### src/sv/cip_pkg.sv
// shared types and constants for the css input preprocessor
`default_nettype none
package cip_pkg;

	localparam logic [7:0] CH_NUL = 8'h00;
	localparam logic [7:0] CH_LF  = 8'h0A;
	localparam logic [7:0] CH_FF  = 8'h0C;
	localparam logic [7:0] CH_CR  = 8'h0D;
	localparam logic [7:0] REPL_B0 = 8'hEF;
	localparam logic [7:0] REPL_B1 = 8'hBF;
	localparam logic [7:0] REPL_B2 = 8'hBD;

	typedef enum logic [1:0] {
		OP_BYTE,
		OP_NUL,
		OP_FAULT
	} op_kind_t;

	typedef struct packed {
		op_kind_t   kind;
		logic [7:0] data;
		logic       fin;
	} q_entry_t;

	typedef enum logic [1:0] {
		IDX_FIRST,
		IDX_SECOND,
		IDX_THIRD
	} sub_idx_t;

endpackage
`default_nettype wire

### src/sv/cip_if.sv
// valid/ready channel interfaces for raw input bytes and preprocessed output bytes
`default_nettype none
interface cip_in_if;
	logic       valid;
	logic       ready;
	logic [7:0] in_byte;
	logic       final_byte;

	modport source(output valid, in_byte, final_byte, input ready);
	modport sink(input valid, in_byte, final_byte, output ready);
endinterface

interface cip_out_if;
	logic       valid;
	logic       ready;
	logic [7:0] out_byte;
	logic       run_last;
	logic       corrupt;
	logic       stream_end;

	modport source(output valid, out_byte, run_last, corrupt, stream_end, input ready);
	modport sink(input valid, out_byte, run_last, corrupt, stream_end, output ready);
endinterface
`default_nettype wire

### src/sv/cip_front.sv
// front end: accepts raw bytes, tracks cr and utf-8 state, classifies into queue entries
`default_nettype none
module cip_front import cip_pkg::*; (
	input  wire logic clk,
	input  wire logic arst_n,
	cip_in_if.sink    din,
	input  wire logic q_ready,
	output logic      q_push,
	output q_entry_t  q_entry
);

	logic       cr_pending_q;
	logic [2:0] cont_left_q;
	logic       failed_q;

	logic       cr_pending_d;
	logic [2:0] cont_left_d;
	logic       failed_d;
	logic       emit;
	logic       accept;
	logic [3:0] ones;
	logic [3:0] ones_m1;
	logic [7:0] b;
	logic       fin;

	function automatic logic [3:0] lead_ones(input logic [7:0] v);
		logic [3:0] n;
		logic       run;
		n = 4'd0;
		run = 1'b1;
		for (int i = 7; i >= 0; i--) begin
			if (run && v[i]) begin
				n = n + 4'd1;
			end else begin
				run = 1'b0;
			end
		end
		return n;
	endfunction

	assign b = din.in_byte;
	assign fin = din.final_byte;
	assign din.ready = q_ready;
	assign accept = din.valid && q_ready;
	assign q_push = accept && emit;
	assign ones = lead_ones(b);
	assign ones_m1 = ones - 4'd1;

	always_comb begin
		cr_pending_d = cr_pending_q;
		cont_left_d = cont_left_q;
		failed_d = failed_q;
		emit = 1'b1;
		q_entry.kind = OP_BYTE;
		q_entry.data = b;
		q_entry.fin = fin;
		if (failed_q) begin
			// silent until the stream ends
			emit = fin;
			q_entry.kind = OP_FAULT;
		end else if (cont_left_q != 3'd0) begin
			cr_pending_d = 1'b0;
			if (b[7:6] != 2'b10 || (fin && cont_left_q > 3'd1)) begin
				q_entry.kind = OP_FAULT;
				failed_d = 1'b1;
			end else begin
				cont_left_d = cont_left_q - 3'd1;
			end
		end else if (b[7]) begin
			cr_pending_d = 1'b0;
			if (ones == 4'd1 || fin) begin
				q_entry.kind = OP_FAULT;
				failed_d = 1'b1;
			end else begin
				// eight leading ones gives seven continuations
				cont_left_d = ones_m1[2:0];
			end
		end else if (b == CH_NUL) begin
			cr_pending_d = 1'b0;
			q_entry.kind = OP_NUL;
		end else if (b == CH_CR) begin
			cr_pending_d = 1'b1;
			q_entry.data = CH_LF;
		end else if (b == CH_LF && cr_pending_q) begin
			cr_pending_d = 1'b0;
			emit = 1'b0;
		end else begin
			cr_pending_d = 1'b0;
			if (b == CH_FF) begin
				q_entry.data = CH_LF;
			end
		end
		if (fin) begin
			cr_pending_d = 1'b0;
			cont_left_d = 3'd0;
			failed_d = 1'b0;
		end
	end

	always_ff @(posedge clk or negedge arst_n) begin
		if (!arst_n) begin
			cr_pending_q <= 1'b0;
			cont_left_q <= 3'd0;
			failed_q <= 1'b0;
		end else if (accept) begin
			cr_pending_q <= cr_pending_d;
			cont_left_q <= cont_left_d;
			failed_q <= failed_d;
		end
	end

endmodule
`default_nettype wire

### src/sv/cip_queue.sv
// short register queue between the front and back ends
`default_nettype none
module cip_queue import cip_pkg::*; #(
	parameter int DEPTH = 2
) (
	input  wire logic     clk,
	input  wire logic     arst_n,
	input  wire logic     push,
	input  q_entry_t      wr_entry,
	output logic          wr_ready,
	input  wire logic     pop,
	output logic          rd_valid,
	output q_entry_t      rd_entry
);

	localparam int AW = (DEPTH > 1) ? $clog2(DEPTH) : 1;
	localparam int CW = $clog2(DEPTH + 1);
	localparam logic [AW-1:0] LAST_PTR = AW'(DEPTH - 1);
	localparam logic [CW-1:0] FULL_CNT = CW'(DEPTH);

	q_entry_t       mem_q [DEPTH];
	logic [AW-1:0]  wr_ptr_q;
	logic [AW-1:0]  rd_ptr_q;
	logic [CW-1:0]  count_q;

	assign wr_ready = count_q != FULL_CNT;
	assign rd_valid = count_q != '0;
	assign rd_entry = mem_q[rd_ptr_q];

	always_ff @(posedge clk) begin
		if (push) begin
			mem_q[wr_ptr_q] <= wr_entry;
		end
	end

	always_ff @(posedge clk or negedge arst_n) begin
		if (!arst_n) begin
			wr_ptr_q <= '0;
			rd_ptr_q <= '0;
			count_q <= '0;
		end else begin
			if (push) begin
				wr_ptr_q <= (wr_ptr_q == LAST_PTR) ? '0 : wr_ptr_q + AW'(1);
			end
			if (pop) begin
				rd_ptr_q <= (rd_ptr_q == LAST_PTR) ? '0 : rd_ptr_q + AW'(1);
			end
			if (push && !pop) begin
				count_q <= count_q + CW'(1);
			end else if (pop && !push) begin
				count_q <= count_q - CW'(1);
			end
		end
	end

	a_no_overflow: assert property (@(posedge clk) disable iff (!arst_n)
		count_q <= FULL_CNT) else $error("queue count beyond depth");

	a_no_underflow: assert property (@(posedge clk) disable iff (!arst_n)
		pop |-> count_q != '0) else $error("pop from empty queue");

	a_count_track: assert property (@(posedge clk) disable iff (!arst_n)
		(push && !pop) |=> count_q == $past(count_q) + CW'(1))
		else $error("queue count lost a push");

endmodule
`default_nettype wire

### src/sv/cip_back.sv
// back end: expands queue entries into output beats behind an output register
`default_nettype none
module cip_back import cip_pkg::*; (
	input  wire logic clk,
	input  wire logic arst_n,
	input  wire logic q_valid,
	input  q_entry_t  q_entry,
	output logic      q_pop,
	cip_out_if.source dout
);

	logic       out_valid_q;
	logic [7:0] out_byte_q;
	logic       run_last_q;
	logic       corrupt_q;
	logic       stream_end_q;
	sub_idx_t   idx_q;

	logic       can_load;
	logic       load;
	logic       done;
	logic [7:0] nx_byte;
	logic       nx_last;
	logic       nx_bad;
	logic       nx_end;

	assign can_load = !out_valid_q || dout.ready;
	assign load = q_valid && can_load;
	assign q_pop = load && done;

	always_comb begin
		nx_byte = q_entry.data;
		nx_last = 1'b1;
		nx_bad = 1'b0;
		nx_end = q_entry.fin;
		done = 1'b1;
		case (q_entry.kind)
			OP_BYTE: begin
			end
			OP_NUL: begin
				// replacement character, three beats
				case (idx_q)
					IDX_FIRST: begin
						nx_byte = REPL_B0;
						nx_last = 1'b0;
						nx_end = 1'b0;
						done = 1'b0;
					end
					IDX_SECOND: begin
						nx_byte = REPL_B1;
						nx_last = 1'b0;
						nx_end = 1'b0;
						done = 1'b0;
					end
					default: begin
						nx_byte = REPL_B2;
					end
				endcase
			end
			OP_FAULT: begin
				nx_byte = 8'h00;
				nx_bad = 1'b1;
			end
			default: begin
				nx_bad = 1'b1;
			end
		endcase
	end

	always_ff @(posedge clk or negedge arst_n) begin
		if (!arst_n) begin
			out_valid_q <= 1'b0;
			idx_q <= IDX_FIRST;
		end else begin
			if (can_load) begin
				out_valid_q <= q_valid;
			end
			if (load) begin
				case (idx_q)
					IDX_FIRST:  idx_q <= done ? IDX_FIRST : IDX_SECOND;
					IDX_SECOND: idx_q <= done ? IDX_FIRST : IDX_THIRD;
					default:    idx_q <= IDX_FIRST;
				endcase
			end
		end
	end

	always_ff @(posedge clk) begin
		if (load) begin
			out_byte_q <= nx_byte;
			run_last_q <= nx_last;
			corrupt_q <= nx_bad;
			stream_end_q <= nx_end;
		end
	end

	assign dout.valid = out_valid_q;
	assign dout.out_byte = out_byte_q;
	assign dout.run_last = run_last_q;
	assign dout.corrupt = corrupt_q;
	assign dout.stream_end = stream_end_q;

	a_mid_nul: assert property (@(posedge clk) disable iff (!arst_n)
		idx_q != IDX_FIRST |-> q_valid && q_entry.kind == OP_NUL)
		else $error("expansion index set without a nul entry at the head");

	a_nul_order: assert property (@(posedge clk) disable iff (!arst_n)
		(load && idx_q == IDX_SECOND) |=> idx_q == IDX_THIRD)
		else $error("nul expansion skipped its last beat");

endmodule
`default_nettype wire

### src/sv/css_input_preprocessor.sv
// an accepted byte goes into the entry queue, then into the output register
// throughput: one input byte per cycle unless the queue is full; a nul takes three output beats
// the front stalls only when the entry queue is full, the back only on output backpressure
// an lf after a cr, and bytes after a utf-8 fault that do not end the stream, give no beat
// reset: asynchronous, active low; clears cr, utf-8 and fault state, the queue and the output
`default_nettype none
module css_input_preprocessor import cip_pkg::*; #(
	parameter int QUEUE_DEPTH = 2
) (
	input  wire logic clk,
	input  wire logic arst_n,
	cip_in_if.sink    din,
	cip_out_if.source dout
);

	logic     q_push;
	logic     q_ready;
	logic     q_pop;
	logic     q_valid;
	q_entry_t wr_entry;
	q_entry_t rd_entry;

	cip_front u_front (
		.clk     (clk),
		.arst_n  (arst_n),
		.din     (din),
		.q_ready (q_ready),
		.q_push  (q_push),
		.q_entry (wr_entry)
	);

	cip_queue #(
		.DEPTH (QUEUE_DEPTH)
	) u_queue (
		.clk      (clk),
		.arst_n   (arst_n),
		.push     (q_push),
		.wr_entry (wr_entry),
		.wr_ready (q_ready),
		.pop      (q_pop),
		.rd_valid (q_valid),
		.rd_entry (rd_entry)
	);

	cip_back u_back (
		.clk     (clk),
		.arst_n  (arst_n),
		.q_valid (q_valid),
		.q_entry (rd_entry),
		.q_pop   (q_pop),
		.dout    (dout)
	);

endmodule
`default_nettype wire

### src/flat_wrapper.sv
// flat-port wrapper written by rule: the top's interface ports become plain ports
module css_input_preprocessor_flat import cip_pkg::*;
#(
	parameter int QUEUE_DEPTH = 2
)
  (clk, arst_n, din_valid, din_in_byte, din_final_byte, din_ready, dout_valid, dout_out_byte, dout_run_last, dout_corrupt, dout_stream_end, dout_ready);
  cip_in_if din_i ();
  cip_out_if dout_i ();
  input  wire logic clk;
  input  wire logic arst_n;
  input wire logic [$bits(din_i.valid)-1:0] din_valid;
  input wire logic [$bits(din_i.in_byte)-1:0] din_in_byte;
  input wire logic [$bits(din_i.final_byte)-1:0] din_final_byte;
  output wire logic [$bits(din_i.ready)-1:0] din_ready;
  output wire logic [$bits(dout_i.valid)-1:0] dout_valid;
  output wire logic [$bits(dout_i.out_byte)-1:0] dout_out_byte;
  output wire logic [$bits(dout_i.run_last)-1:0] dout_run_last;
  output wire logic [$bits(dout_i.corrupt)-1:0] dout_corrupt;
  output wire logic [$bits(dout_i.stream_end)-1:0] dout_stream_end;
  input wire logic [$bits(dout_i.ready)-1:0] dout_ready;
  assign din_i.valid = din_valid;
  assign din_i.in_byte = din_in_byte;
  assign din_i.final_byte = din_final_byte;
  assign din_ready = din_i.ready;
  assign dout_valid = dout_i.valid;
  assign dout_out_byte = dout_i.out_byte;
  assign dout_run_last = dout_i.run_last;
  assign dout_corrupt = dout_i.corrupt;
  assign dout_stream_end = dout_i.stream_end;
  assign dout_i.ready = dout_ready;
  css_input_preprocessor #(.QUEUE_DEPTH(QUEUE_DEPTH)) u_core (.clk(clk), .arst_n(arst_n), .din(din_i), .dout(dout_i));
endmodule
### config.mk
export PLATFORM = sky130hd
export DESIGN_NAME = css_input_preprocessor_flat
export DESIGN_NICKNAME = d
export VERILOG_FILES = /design/src/sv/cip_pkg.sv /design/src/sv/cip_if.sv /design/src/sv/cip_front.sv /design/src/sv/cip_queue.sv /design/src/sv/cip_back.sv /design/src/sv/css_input_preprocessor.sv /design/src/flat_wrapper.sv
export SDC_FILE = /design/constraint.sdc
export NUM_CORES = 1
export LEC_CHECK = 0
export BUFFER_PORTS_ARGS = -buffer_cell sky130_fd_sc_hd__clkbuf_2
export CAP_MARGIN = 30
export CORE_UTILIZATION = 49
export CTS_CLUSTER_SIZE = 30
export DETAILED_ROUTE_END_ITERATION = 16
export GPL_TIMING_DRIVEN = 0
export PLACE_DENSITY_LB_ADDON = 0.15
export SLEW_MARGIN = 20
export SYNTH_ARGS = -nofsm -noshare
export SYNTH_HDL_FRONTEND = slang
export SYNTH_SLANG_ARGS = --single-unit
### constraint.sdc
create_clock -name clk -period 5.66 [get_ports clk]
set_input_delay 1.415 -clock clk [delete_from_list [all_inputs] [get_ports clk]]
set_output_delay 1.415 -clock clk [all_outputs]
set_load 0.01 [all_outputs]
; ---- Yosys cells after proc, flatten, opt, wreduce, memory -nomap -nowiden
; Memories as Yosys holds them, arrays and structs flattened.
; Index checks and enable logic that the tools add are counted.
[word_totals]
reg_bits = 23
latch_bits = 0
ramBits = 22
romBits = 0
inputBits = 13
output_inout_bits = 13
elab_cells = 139
mem_count = 1
[classes]
addsub = 13
multipliers = 0
n_div = 0
magnitude_cmp = 1
eq_ne = 12
shift = 0
n_mux = 68
bitwise = 0
n_reduce_logical = 32
[mem_list]
columns = memory, words, word_bits, rd, rd_ports_with_merged_regs, wr, line_no
row1 = u_core.u_queue.mem_q, 2, 11, 1, 0, 1, cip_queue.sv:21  ; q_entry_t mem_q [DEPTH];
[ops]
columns = operator, n
row1 = two-way mux 8 bit, 6
row2 = two-way mux 1 bit, 37
row3 = "adder 4 x 1 -> 4 bit, second input constant", 6
row4 = "== test 8 x 4 -> 1 bit, second input constant", 3
row5 = two-way mux 4 bit, 6
row6 = two-way mux 2 bit, 9
row7 = two-way mux 3 bit, 6
row8 = case mux 8 bit (2 select lines), 1
row9 = logical AND 1 bit, 15
row10 = case mux 7 bit (2 select lines), 1
row11 = zero test 8 bit, 1
row12 = two-way mux 7 bit, 1
row13 = "inequality test 2 bit, second input constant", 3
row14 = "inequality test 3 bit, second input constant", 2
row15 = nonzero test 3 bit, 2
row16 = "subtractor 3 x 1 -> 3 bit, second input constant", 2
row17 = AND reduction 5 bit, 1
row18 = "== test 2 x 1 -> 1 bit, second input constant", 2
row19 = "== test 4 x 1 -> 1 bit, second input constant", 1
row20 = zero test 2 bit, 2
row21 = case mux 2 bit (2 select lines), 1
row22 = nonzero test 2 bit, 2
row23 = OR reduction 2 bit, 2
row24 = "> comparator 3 x 1 -> 1 bit, second input constant", 1
row25 = 8 further kinds, 13

; ---- Longest topological paths before layout
[depth]
word_depth = 22
depth_mapped = 18
mapped_depth_nobuf = 17

; ---- By module
; A second synthesis with hierarchy kept.
[unflattened]
hier_cells = 245
area_unflattened_um2 = 2741.4
[by_module_without_submodules]
columns = module, n_inst, cells_per_inst, area_per_inst_um2, seq_area_each_um2
row1 = cip_front, 1, 147, 1098.6, 125.1
row2 = cip_queue, 1, 50, 1018.5, 760.7
row3 = cip_back, 1, 48, 624.3, 405.4

; ---- Worst setup path after synthesis
; Ideal clock, no wire load.
[synth_path]
kind = input port to flip-flop
start = input din_in_byte[5]
end = register u_core.u_front.cont_left_q[0]
setup_time_ns = 0.069
arrival_time_ns = 4.381
required_time_ns = 5.591
slack_ns = 1.210
cell_stages = 16
path_buffers = 1
path_cell_list = inv_1 -> a21boi_0 -> ha_1 -> mux2_2 -> o21ai_1 -> inv_1 -> ha_1 -> mux2i_1 -> o21ai_0 -> ha_1 -> mux2i_1 -> ha_1 -> and3_4 -> buf_6 -> or4b_1 -> nand3_1
[synth_via]
elab_chain_cells = 18
word_cells_on_any_way = 32
classes_between = 6 x add/sub / 2 x eq/ne / 16 x mux / 8 x reduce/logical
[synth_lines]
columns = element, line_no
row1 = start: declaration, flat_wrapper.sv:12  ; input wire logic [$bits(din_i.in_byte)-1:0] din_in_byte;
row2 = logical AND 1 bit *, cip_front.sv:32  ; if (run && v[i]) begin
row3 = two-way mux 4 bit / two-way mux 1 bit (equally long branches), cip_front.sv:32
row4 = adder 4 x 1 -> 4 bit / logical AND 1 bit (equally long branches), "cip_front.sv:33, cip_front.sv:32"
row5 = two-way mux 4 bit / two-way mux 1 bit (equally long branches), cip_front.sv:32
row6 = adder 4 x 1 -> 4 bit / logical AND 1 bit (equally long branches), "cip_front.sv:33, cip_front.sv:32"
row7 = two-way mux 4 bit / two-way mux 1 bit (equally long branches), cip_front.sv:32
row8 = adder 4 x 1 -> 4 bit / logical AND 1 bit (equally long branches), "cip_front.sv:33, cip_front.sv:32"
row9 = two-way mux 4 bit / two-way mux 1 bit (equally long branches), cip_front.sv:32
row10 = (+2 left out), n/a
row11 = adder 4 x 1 -> 4 bit / logical AND 1 bit (equally long branches), "cip_front.sv:33, cip_front.sv:32"
row12 = two-way mux 4 bit *, cip_front.sv:32
row13 = subtractor 3 x 1 -> 3 bit, cip_front.sv:47  ; assign ones_m1 = ones - 4'd1;
row14 = two-way mux 3 bit, cip_front.sv:71  ; if (ones == 4'd1 || fin) begin
row15 = two-way mux 3 bit, cip_front.sv:69  ; end else if (b[7]) begin
row16 = two-way mux 3 bit, cip_front.sv:61  ; end else if (cont_left_q != 3'd0) begin
row17 = two-way mux 3 bit, cip_front.sv:57  ; if (failed_q) begin
row18 = two-way mux 3 bit, cip_front.sv:93  ; if (fin) begin
row19 = end signal: assignment, cip_front.sv:107  ; cont_left_q <= cont_left_d;
row20 = end: declaration, cip_front.sv:13  ; logic [2:0] cont_left_q;
; Every way passes the cells marked *; elsewhere a longest branch is shown, timed or not. The select of a mux whose other input is x is not followed.
; A chain may end at the register's enable or synchronous reset.

; ---- Worst setup path after layout
[layout_path]
start = input din_in_byte[7]
end = register u_core.u_front.cont_left_q[0]
[layout_via]
elab_chain_cells = 21
word_cells_on_any_way = 43
classes_between = 8 x add/sub / 4 x eq/ne / 20 x mux / 11 x reduce/logical
[layout_lines]
columns = element, line_no
row1 = two-way mux 1 bit, cip_front.sv:32
row2 = adder 1 x 1 -> 2 bit / logical AND 1 bit (equally long branches), "cip_front.sv:33, cip_front.sv:32"
row3 = two-way mux 2 bit / two-way mux 1 bit (equally long branches), cip_front.sv:32
row4 = adder 4 x 1 -> 4 bit / logical AND 1 bit (equally long branches), "cip_front.sv:33, cip_front.sv:32"
row5 = two-way mux 4 bit / two-way mux 1 bit (equally long branches), cip_front.sv:32
row6 = adder 4 x 1 -> 4 bit / logical AND 1 bit (equally long branches), "cip_front.sv:33, cip_front.sv:32"
row7 = two-way mux 4 bit / two-way mux 1 bit (equally long branches), cip_front.sv:32
row8 = adder 4 x 1 -> 4 bit / logical AND 1 bit (equally long branches), "cip_front.sv:33, cip_front.sv:32"
row9 = (+5 left out), n/a
row10 = adder 4 x 1 -> 4 bit / logical AND 1 bit (equally long branches), "cip_front.sv:33, cip_front.sv:32"
row11 = two-way mux 4 bit, cip_front.sv:32
row12 = subtractor 3 x 1 -> 3 bit, cip_front.sv:47
row13 = two-way mux 3 bit, cip_front.sv:71
row14 = two-way mux 3 bit, cip_front.sv:69
row15 = two-way mux 3 bit, cip_front.sv:61
row16 = two-way mux 3 bit, cip_front.sv:57
row17 = two-way mux 3 bit, cip_front.sv:93
; Several ways; a longest one is shown, not always the timed one. The select of a mux whose other input is x is not followed.

==> impl_metrics.py <==
metrics = {
    "setup_path": {
        "worst-path-buf-inv": 3,
        "r2r_slack_ps": 2890,
        "critical_path.top_delay_family": "simple AND/OR/NAND/NOR gates",
        "cpPeakStageDelay_ps": 480,
        "arrival_ps": 4900,
        "cp_max_fo": 12,
        "cpMaxStageDelayCell": "or4b_1",
        "required_ps": 5890,
        "critPathCaptureType": "register",
        "path_class": "input port to register",
        "cpMostUsedCell": "ha_1",
        "crit_chain": "clkbuf_2 > a21boi_0 > ha_1 > mux2_2 > o21ai_1 > inv_1 > ha_1 > mux2i_1 > o21ai_0 > ha_1 > nand2_1 > a21oi_1 > nand3b_1 > and3_4 > buf_6 > or4b_1 > nand3_1",
        "cp-start-kind": "input port",
    },
    "logic_synthesis": {
        "ys_seq_elements": 45,
        "synth_area_leader_cell": "edfxtp_1",
        "syn_inst": 215,
        "synthFlopType": "edfxtp_1",
        "synth_common_cells": "33 x edfxtp_1, 15 x nand2_1, 14 x nor2_1",
        "yosysWarnings": 0,
        "avgSynthCellArea_sq_um": 11.34,
        "syn_nets": 240,
        "synth.top_cell.area_share": 0.4064,
        "ys_types": 51,
        "seq_area_frac_synth": 0.5295,
        "post-synth-top-count-cell": "edfxtp_1",
        "synth_area_leaders": "edfxtp_1 41%, dfrtp_1 12%, ha_1 6.2%, mux2i_1 4.5%, mux2_2 2.8%",
        "synth_edf_count": 33,
        "synthArstFlopShare": 0.2667,
        "netlist_area_sq_mm": 0.002439,
    },
    "timing": {
        "fin_hold_ws_ps": 485.9,
        "max_freq_mhz": 214.1,
        "finalSetupViolations": 0,
        "finalMaxSlewViolations": 0,
        "slew_headroom": 0.4928,
        "setup-tns-final_ps": 0,
        "rsz0062_at_grt": "no",
        "period_share": 0.8251,
        "clock_skew_ps": 7.473,
        "worstMarginPinSlew_ps": 760.8,
        "period_minus_slack_ps": 4670,
        "hold_viol": 0,
    },
    "detailed_routing": {
        "ant_nets": 0,
        "num_vias": 1616,
        "drc": 0,
        "wl_per_cell_um": 12.15,
        "vias_per_cell": 5.098,
        "drt_iter0_drc": 24,
        "firstDrtPassIters": 4,
        "finalWirelength_um": 3850,
    },
    "cts": {
        "clk_pin_slew_ps": 80,
        "cts_buffers": 5,
        "worstSkewPairLatency_ps": 290,
        "postCtsSetupRepairBufs": 0,
        "cts_buffer_depth": 2,
        "htree_levels": 2,
        "cts_tree": "built",
        "cts_sinks": 45,
        "postCtsHoldBufs": 0,
        "cts_resized": 0,
        "clockRootBuffer": "clkbuf_8",
    },
    "grt": {
        "grt_usage": 0.1647,
        "overflow": 0,
        "grt_pass1_wl_um": 6596,
        "grt_pass1_vias": 1539,
        "grt_max_degree": 14,
        "antenna_found_initial": 0,
    },
    "layout": {
        "nFillCells": 451,
        "nets": 274,
        "drive_gt1_frac": 0.2040,
        "n_antenna_cell": 0,
        "design_area_sq_mm": 0.002769,
        "syn2layout_area_growth_pct": 13.55,
    },
    "place": {
        "dpl_cell_area_sq_mm": 0.002655,
        "gp_congestion": 0.7406,
        "post-dp-hpwl_um": 2865,
        "portBuffers": 25,
    },
    "floorplan": {
        "die-area_sq_mm": 0.005263,
        "io-pin-count": 26,
        "die_x_um": 72.55,
        "start_util": 0.5129,
        "std_cell_rows": 25,
        "core_sq_mm": 0.004755,
        "die_h_um": 72.55,
    },
    "status": {
        "outcome": "completed",
    },
    "run": {
        "maxCapViolCount": 0,
    },
    "pwr": {
        "ir_drop_v": 0.0001934,
        "p_leak_uw": 0.001159,
        "p_per_area_mw_per_mm2": 460.3,
    },
    "min_path": {
        "worstHoldPathType": "register to register",
    },
}
## metal layers
metal,vias up,wire (um),global-route usage
li1,840,-,-
met1,755,1803,0.1928
met2,19,1932,0.2876
met3,2,82,0.03472
met4,0,31,0.07843
met5,-,0,0
## registers in the layout, indices dropped and copies added (netlist names)
register                       count
u_core.u_back.dout.corrupt         1
u_core.u_back.dout.out_byte        8
u_core.u_back.dout.run_last        1
u_core.u_back.dout.stream_end      1
u_core.u_back.dout.valid           1
u_core.u_back.idx_q                2
u_core.u_front.cont_left_q         3
u_core.u_front.cr_pending_q        1
u_core.u_front.failed_q            1
u_core.u_queue.count_q             2
u_core.u_queue.mem_q              22
u_core.u_queue.rd_ptr_q            1
u_core.u_queue.wr_ptr_q            1
## kinds of logic (layout without fill, tap and decap cells)
kind of cell,count (synthesis),after routing,share of synthesized area
and+or+nand+nor,69,69,0.1637
xor gates and xnor gates,8,8,0.02873
muxes,17,17,0.07286
AOI/OAI and AO/OA,42,42,0.1062
buffers and inverters,22,57,0.03745
DFF,45,45,0.5295
adders and majority gates,12,12,0.06157
## metrics by stage
stage                       util  instances  worst slack (ps)  power [uW]
after detailed placement  0.5584        308             721.0        1055
after CTS                 0.5808        316              1013        1281
after global routing      0.5824        317             717.1        1377
after global placement    0.5568        307             762.8        1042
final                     0.5824        317             989.9        1274
after floorplan                -        215              1210       920.1
## path summary, 6_finish.rpt
kind	depth (start not counted)	to	startpoint
hold / removal	1	u_core.u_queue.wr_ptr_q	u_core.u_queue.wr_ptr_q
max in group asynchronous	1	u_core.u_back.idx_q[1]	arst_n
min in group asynchronous	1	u_core.u_front.cont_left_q[2]	arst_n
setup / recovery	17	u_core.u_front.cont_left_q[0]	din_in_byte[7]
hold reg to reg	1	u_core.u_queue.wr_ptr_q	u_core.u_queue.wr_ptr_q
setup reg to reg	10	u_core.u_queue.count_q[1]	u_core.u_queue.rd_ptr_q
## layout by cell type, fill, tap and decap left out, drive strengths merged, types with 2 or more instances in the layout
cell type and count:
a21oi 13, nor3 2, o211ai 2, dfrtp 12, nor2 14, nand3 6
o21a 2, ha 12, a31oi 2, edfxtp 33, xnor2 5, inv 12
or2 2, nand2 16, nand2b 3, and4 2, and2 5, a21boi 3
and3 2, xor2 3, o21ai 14, nor2b 7, nand4b 2, buf 5
mux2i 11, mux2 6, clkbuf 38
## power breakdown
group	total (uW)	internal [uW]	switching (uW)
Sequential	557	508	48.5
Combinational	491	205	287
Clock	226	130	96.2
Total	1270	843	431
## area by class of cell
class                   count  area (sq um)  share of cell area
clock inverters             2         33.78             0.01220
plain buffers              10         46.29             0.01672
multi-input cells         148          1056              0.3814
flip-flops and latches     45          1291              0.4663
inverters                  12         45.04             0.01627
well taps                  67         83.83             0.03028
repair buffers             27         140.1             0.05061
clock buffers               6         72.57             0.02621
(Power assumes the default switching activity.)
